==> config.mk <==
export PLATFORM = sky130hd
export DESIGN_NAME = voice_channel_allocator
export DESIGN_NICKNAME = d
export VERILOG_FILES = /design/src/design/vca_pkg.sv /design/src/design/voice_channel_allocator.sv /design/src/design/vca_cell.sv
export SDC_FILE = /design/constraint.sdc
export NUM_CORES = 2
export LEC_CHECK = 0
export BUFFER_PORTS_ARGS = -buffer_cell sky130_fd_sc_hd__buf_2
export CORE_MARGIN = 5
export CORE_UTILIZATION = 57
export DETAILED_ROUTE_END_ITERATION = 16
export PLACE_DENSITY_LB_ADDON = 0.05
export SYNTH_ARGS = -nofsm -noshare
export SYNTH_HDL_FRONTEND = slang
export SYNTH_HIERARCHICAL = 1
export SYNTH_SLANG_ARGS = --single-unit
==> constraint.sdc <==
create_clock -name i_clk -period 6.03 [get_ports i_clk]
set_input_delay 0.3015 -clock i_clk [delete_from_list [all_inputs] [get_ports i_clk]]
set_output_delay 0.3015 -clock i_clk [all_outputs]
set_load 0.05 [all_outputs]
==> src/design/vca_pkg.sv <==
package vca_pkg;

    // Field widths fixed by the request and result formats
    localparam int SOUND_W    = 16;
    localparam int TICK_W     = 32;
    localparam int PTIME_W    = 32;
    localparam int MASK_W     = 8;
    localparam int MASK_BIT_W = 3;
    localparam int CHAN_W     = 3;
    localparam int LIMIT_W    = 4;

    // Row size: default and the widths that cover the largest supported row (64)
    localparam int CHANNELS_DEF = 8;
    localparam int CH_IDX_W     = 6;
    localparam int CH_CNT_W     = 7;

    localparam logic [LIMIT_W-1:0] LIMIT_RESET = 4'd3;

    // Request codes
    typedef enum logic [1:0] {
        REQ_PLAY   = 2'd0,
        REQ_PAUSE  = 2'd1,
        REQ_RESUME = 2'd2,
        REQ_STOP   = 2'd3
    } t_req_type;

    // Request fields broadcast to every cell while a pass runs
    typedef struct packed {
        logic               play;
        logic [SOUND_W-1:0] sound;
        logic [MASK_W-1:0]  mask;
    } t_req;

    // Partial result handed from cell to cell
    typedef struct packed {
        logic                valid;
        logic [CH_CNT_W-1:0] cnt;
        logic                found;
        logic [CH_IDX_W-1:0] best_idx;
        logic [TICK_W-1:0]   best_tick;
        logic                free_found;
        logic [CH_IDX_W-1:0] free_idx;
        logic                match_found;
        logic [CH_IDX_W-1:0] match_idx;
    } t_carry;

    // Slot write broadcast to the row
    typedef struct packed {
        logic                en;
        logic [CH_IDX_W-1:0] idx;
        logic [SOUND_W-1:0]  sound;
        logic [TICK_W-1:0]   tick;
    } t_wr;

endpackage

==> src/design/voice_channel_allocator.sv <==
// Voice channel allocator: hands mixer channels to sound requests.
// Input channel: i_valid / o_ready carry one request (type, sound id, tick,
// play time and the mixer's playing mask). Output channel: o_valid / i_ready
// carry one result per request (ok, channel, halt flag and channel, start time).
// Configuration: i_cfg_we writes i_cfg_data into the play limit at once.
// A request runs down a row of CHANNELS cells, one cell per cycle, each cell
// holding one slot and folding its match, age and free state into the result.
// The result passes from the last cell into a capture register and then into the
// output register; the next request is taken only after the result has entered
// the output register, so the block holds one request in the row at a time.
// The output register lets a new request start while the last result waits.
// If the receiver stalls, the finished result of the following request holds
// at the end of the row and the block takes nothing more until it moves on.
// Synchronous reset clears every slot to sound id zero and tick zero, sets the
// play limit to 3 and empties the row and the output register.
module voice_channel_allocator import vca_pkg::*; #(
    parameter int CHANNELS = CHANNELS_DEF
) (
    input  logic                      i_clk,
    input  logic                      i_rst_n,
    input  logic                      i_cfg_we,
    input  logic [LIMIT_W-1:0]        i_cfg_data,
    input  logic                      i_valid,
    output logic                      o_ready,
    input  logic [1:0]                i_req_type,
    input  logic [SOUND_W-1:0]        i_sound_id,
    input  logic [TICK_W-1:0]         i_current_tick,
    input  logic signed [PTIME_W-1:0] i_play_time,
    input  logic [MASK_W-1:0]         i_playing_mask,
    output logic                      o_valid,
    input  logic                      i_ready,
    output logic                      o_ok,
    output logic [CHAN_W-1:0]         o_act_channel,
    output logic                      o_halt_valid,
    output logic [CHAN_W-1:0]         o_halt_channel,
    output logic signed [PTIME_W-1:0] o_start_time
);

    localparam int CMP_W = (CH_CNT_W > LIMIT_W) ? CH_CNT_W : LIMIT_W;

    typedef enum logic [2:0] {
        ST_IDLE = 3'b001,
        ST_RUN  = 3'b010,
        ST_DONE = 3'b100
    } t_state;

    t_state                    r_state;
    t_state                    n_state;
    logic [LIMIT_W-1:0]        r_limit;
    t_req                      r_req;
    logic [TICK_W-1:0]         r_tick;
    logic signed [PTIME_W-1:0] r_ptime;
    logic                      r_start;
    t_carry                    r_fin;
    t_carry                    w_carry [CHANNELS+1];
    t_wr                       w_wr;
    logic                      w_take;
    logic                      w_commit;
    logic                      w_halt;
    logic                      w_ok;
    logic [CH_IDX_W-1:0]       w_sel;
    logic                      r_o_valid;
    logic                      r_o_ok;
    logic [CHAN_W-1:0]         r_o_act;
    logic                      r_o_halt;
    logic [CHAN_W-1:0]         r_o_halt_ch;
    logic signed [PTIME_W-1:0] r_o_start;

    assign o_ready  = (r_state == ST_IDLE);
    assign w_take   = i_valid && o_ready;
    assign w_commit = (r_state == ST_DONE) && (!r_o_valid || i_ready);

    // Hold the play limit
    always_ff @(posedge i_clk) begin
        if (!i_rst_n) begin
            r_limit <= LIMIT_RESET;
        end else if (i_cfg_we) begin
            r_limit <= i_cfg_data;
        end
    end

    // Sequence a request through the row
    always_comb begin
        n_state = r_state;
        unique case (r_state)
            ST_IDLE: if (w_take) n_state = ST_RUN;
            ST_RUN:  if (w_carry[CHANNELS].valid) n_state = ST_DONE;
            ST_DONE: if (w_commit) n_state = ST_IDLE;
            default: n_state = ST_IDLE;
        endcase
    end

    always_ff @(posedge i_clk) begin
        if (!i_rst_n) begin
            r_state <= ST_IDLE;
            r_start <= 1'b0;
        end else begin
            r_state <= n_state;
            r_start <= w_take;
        end
    end

    // Hold the request fields for the length of the pass
    always_ff @(posedge i_clk) begin
        if (w_take) begin
            r_req.play  <= (i_req_type == REQ_PLAY);
            r_req.sound <= i_sound_id;
            r_req.mask  <= i_playing_mask;
            r_tick      <= i_current_tick;
            r_ptime     <= i_play_time;
        end
    end

    // Feed an empty partial result into the first cell
    assign w_carry[0] = {r_start, {($bits(t_carry)-1){1'b0}}};

    for (genvar g = 0; g < CHANNELS; g++) begin : g_cell
        vca_cell #(
            .IDX (g)
        ) u_cell (
            .i_clk   (i_clk),
            .i_rst_n (i_rst_n),
            .i_req   (r_req),
            .i_carry (w_carry[g]),
            .i_wr    (w_wr),
            .o_carry (w_carry[g+1])
        );
    end

    // Capture the result at the end of the row
    always_ff @(posedge i_clk) begin
        if ((r_state == ST_RUN) && w_carry[CHANNELS].valid) begin
            r_fin <= w_carry[CHANNELS];
        end
    end

    // Decide the steal and the channel to use
    always_comb begin
        w_halt = r_req.play && r_fin.found &&
                 (CMP_W'(r_fin.cnt) >= CMP_W'(r_limit));
        if (r_req.play) begin
            w_ok = w_halt || r_fin.free_found;
            if (w_halt && (!r_fin.free_found || (r_fin.best_idx < r_fin.free_idx))) begin
                w_sel = r_fin.best_idx;
            end else begin
                w_sel = r_fin.free_idx;
            end
        end else begin
            w_ok  = r_fin.match_found;
            w_sel = r_fin.match_idx;
        end
    end

    // Record the sound in the chosen slot on a successful play
    always_comb begin
        w_wr.en    = w_commit && r_req.play && w_ok;
        w_wr.idx   = w_sel;
        w_wr.sound = r_req.sound;
        w_wr.tick  = r_tick;
    end

    // Hold the result until the receiver takes it
    always_ff @(posedge i_clk) begin
        if (!i_rst_n) begin
            r_o_valid <= 1'b0;
        end else if (w_commit) begin
            r_o_valid <= 1'b1;
        end else if (i_ready) begin
            r_o_valid <= 1'b0;
        end
    end

    always_ff @(posedge i_clk) begin
        if (w_commit) begin
            r_o_ok      <= w_ok;
            r_o_act     <= w_ok ? CHAN_W'(w_sel) : '0;
            r_o_halt    <= w_halt;
            r_o_halt_ch <= w_halt ? CHAN_W'(r_fin.best_idx) : '0;
            r_o_start   <= (r_req.play && w_ok) ? r_ptime : '0;
        end
    end

    assign o_valid        = r_o_valid;
    assign o_ok           = r_o_ok;
    assign o_act_channel  = r_o_act;
    assign o_halt_valid   = r_o_halt;
    assign o_halt_channel = r_o_halt_ch;
    assign o_start_time   = r_o_start;

endmodule

==> src/design/vca_cell.sv <==
module vca_cell import vca_pkg::*; #(
    parameter int IDX = 0
) (
    input  logic   i_clk,
    input  logic   i_rst_n,
    input  t_req   i_req,
    input  t_carry i_carry,
    input  t_wr    i_wr,
    output t_carry o_carry
);

    localparam logic [CH_IDX_W-1:0]   MY_IDX   = CH_IDX_W'(IDX);
    localparam bit                    HAS_MASK = (IDX < MASK_W);
    localparam logic [MASK_BIT_W-1:0] MASK_BIT = MASK_BIT_W'(IDX % MASK_W);

    logic [SOUND_W-1:0] r_sound;
    logic [TICK_W-1:0]  r_tick;
    t_carry             r_carry;
    t_carry             n_carry;
    logic               w_playing;
    logic               w_hit;

    // Channels without a mask bit never count as playing
    assign w_playing = HAS_MASK && i_req.mask[MASK_BIT];
    assign w_hit     = (r_sound == i_req.sound);

    // Fold this slot into the running result
    always_comb begin
        n_carry = i_carry;
        if (i_req.play) begin
            if (w_hit && w_playing) begin
                n_carry.cnt = i_carry.cnt + CH_CNT_W'(1);
                if (!i_carry.found || (r_tick < i_carry.best_tick)) begin
                    n_carry.found     = 1'b1;
                    n_carry.best_idx  = MY_IDX;
                    n_carry.best_tick = r_tick;
                end
            end
            if (!w_playing && !i_carry.free_found) begin
                n_carry.free_found = 1'b1;
                n_carry.free_idx   = MY_IDX;
            end
        end else if (w_hit && !i_carry.match_found) begin
            n_carry.match_found = 1'b1;
            n_carry.match_idx   = MY_IDX;
        end
    end

    // Advance the partial result to the next cell
    always_ff @(posedge i_clk) begin
        if (!i_rst_n) begin
            r_carry.valid <= 1'b0;
        end else begin
            r_carry.valid <= i_carry.valid;
        end
        r_carry.cnt         <= n_carry.cnt;
        r_carry.found       <= n_carry.found;
        r_carry.best_idx    <= n_carry.best_idx;
        r_carry.best_tick   <= n_carry.best_tick;
        r_carry.free_found  <= n_carry.free_found;
        r_carry.free_idx    <= n_carry.free_idx;
        r_carry.match_found <= n_carry.match_found;
        r_carry.match_idx   <= n_carry.match_idx;
    end

    assign o_carry = r_carry;

    // Record a new sound when the write picks this slot
    always_ff @(posedge i_clk) begin
        if (!i_rst_n) begin
            r_sound <= '0;
            r_tick  <= '0;
        end else if (i_wr.en && (i_wr.idx == MY_IDX)) begin
            r_sound <= i_wr.sound;
            r_tick  <= i_wr.tick;
        end
    end

endmodule

==> flow_metrics.tcl <==
set metrics [dict create \
    rows 99 \
    setup_viol 0 \
    peakVddDrop_v 0.000247 \
    core_mm2 0.0732 \
    clk_pin_slew_ps 60 \
    slowest_stage "nand4b_1" \
    cp_cell_sequence "inv_1 > ha_1 > or4_4 > a211o_1 > o211ai_2 > o21ai_2 > a31oi_1 > nand4b_1 > buf_4 > nand2_1 > a21boi_0" \
    start_util_pct 57.7 \
    p_leak_nw 19.6 \
    cts_tree "built" \
    tns_ps 0 \
    cts_buffers 101 \
    rsz0062_at_grt "no" \
    powerDensity_mw_per_mm2 303 \
    criticalPathCategory "reg2reg" \
    hold_path.class "in2reg" \
    die_y_um 282 \
    vias 27500 \
    status "complete, no violations" \
    ant_nets 0 \
    slowest_delay_ps 910 \
    required_ps 6550 \
    clock.fmax_mhz 236 \
    drt_iter0_drc 1395 \
    drt-total-wl_um 90200 \
    drive_gt1_share_pct 12.8 \
    io_pins 141 \
    startpoint_type "flip-flop" \
    grt_max_degree 234 \
    antenna_found_initial 0 \
    slew_headroom_pct 19.8 \
    min_period_over_period_pct 70.4 \
    drv_cap 0 \
    insertion_delay_ps 660 \
    syn_inst 4087 \
    multi_input_area_mm2 0.0190 \
    port_buffers 140 \
    clockBufferDepth 3 \
    hold_violations 0 \
    maxSlewViolCount 0 \
    cts_sinks 1006 \
    worst_pin_slew_ps 1200 \
    arrival_ps 4760 \
    crit_fanout 32 \
    htreeDepth 3 \
    drcViolationCount 0 \
    power_mw 14.6 \
    grt_overflow_total 0 \
    clockRootBuffer "clkbuf_16" \
    die_x_um 282 \
    grt_pass1_wl_um 145000 \
    nFillCells 5821 \
    dieArea_mm2 0.0797 \
    ys_warn_count 6 \
    wl_per_cell_um 16.6 \
    via_per_inst 5.04 \
    gp_congestion 0.805 \
    crit_family "simple AND/OR/NAND/NOR gates" \
    synth.avg_cell_area_um2 10.3 \
    grt_pass1_vias 27500 \
    finClkSkew_ps 20.1 \
    hpwlAfterDp_um 60900 \
    layout.area.seq_mm2 0.0217 \
    crit_buf_inv 2 \
    synth_area_mm2 0.0422 \
    post_cts_buffers 0 \
    finalNetCount 4771 \
    layout_min_cycle_time_ps 4240 \
    syn2layout_area_growth_pct 14.0 \
    grt_usage_pct 22.6 \
    cp-end-kind "flip-flop" \
    dr.pass1.iters 5 \
]
[sequential cells by signal (all words and copies together), names as in the netlist, 3 cells and up]
signal	flops
o_start_time	32
o_halt_channel	3
g_cell.u_cell/r_sound	128
r_state	3
r_req	25
r_ptime	32
o_act_channel	3
r_fin	28
g_cell.u_cell/o_carry	456
r_tick	32
g_cell.u_cell/r_tick	256
r_limit	4
[through the flow]
step           hold WS, ps  instance area [um^2]  std cells  setup slack [ps]  utilization (%)
2_1_floorplan          363                 42600       4195               487                -
3_3_place_gp           388                 43900       5163              1960             60.0
3_5_place_dp           391                 43900       5163              1820             60.0
4_1_cts               8.87                 48100       5450              1800             65.8
5_1_grt               58.5                 48100       5450              1550             65.8
6_report              51.0                 48100       5451              1790             65.8
[layout make-up]
| cell class | count | area share [%] |
|---|---|---|
| Tap cell | 959 | 2.49 |
| Clock inverter | 34 | 0.564 |
| Multi-Input combinational cell | 2757 | 39.5 |
| Inverter | 269 | 2.10 |
| Antenna cell | 1 | 0.00520 |
| Sequential cell | 1006 | 45.1 |
| Timing Repair Buffer | 272 | 4.11 |
| Clock buffer | 153 | 6.14 |
[layer usage]
metal	part of all wire, %	global-route usage (%)	up-vias
li1	-	-	14200
met1	45	29.1	12800
met2	49	40.3	348
met3	3.0	3.19	139
met4	2.4	5.82	0
met5	0	0	-
[layout by cell type (no fill, tap or decap), types with 26 or more instances in the layout]
cell / n
a21boi_0: 384
a21oi_1: 103
and2_1: 45
buf_2: 139
buf_4: 30
clkbuf_1: 31
clkbuf_16: 103
conb_1: 109
dfxtp_1: 849
dlygate4sd3_1: 100
edfxtp_1: 157
ha_1: 265
inv_1: 269
mux2_1: 45
mux2_2: 89
mux2_4: 98
nand2_1: 851
nand2b_1: 38
nand3_1: 26
nand4_1: 89
nor2_1: 57
nor2b_1: 111
or2_2: 33
xnor2_1: 168
[final timing paths]
check             slack, ps                          to  cells past startpoint                         from
hold reg to reg         400                    r_fin[6]                      0  g_cell[7].u_cell/o_carry[6]
setup reg to reg       1790  g_cell[7].u_cell/r_tick[9]                     11                   r_limit[3]
hold / removal           50                  r_limit[0]                      2                      i_rst_n
setup / recovery       1790  g_cell[7].u_cell/r_tick[9]                     11                   r_limit[3]
[report_power, final]
group,switching [mW],internal (mW),total (mW)
logic,0.530,0.468,0.998
clock network,2.55,3.51,6.06
registers,0.311,7.20,7.51
total,3.39,11.2,14.6
[timing repair]
| action | 4_1_cts | 5_1_grt |
|---|---|---|
| resized for setup | 0 | 0 |
| hold buffers | 100 | 0 |
| endpoints found under the hold margin | 94 | 0 |
No activity file was read; power rests on OpenSTA's default activity.
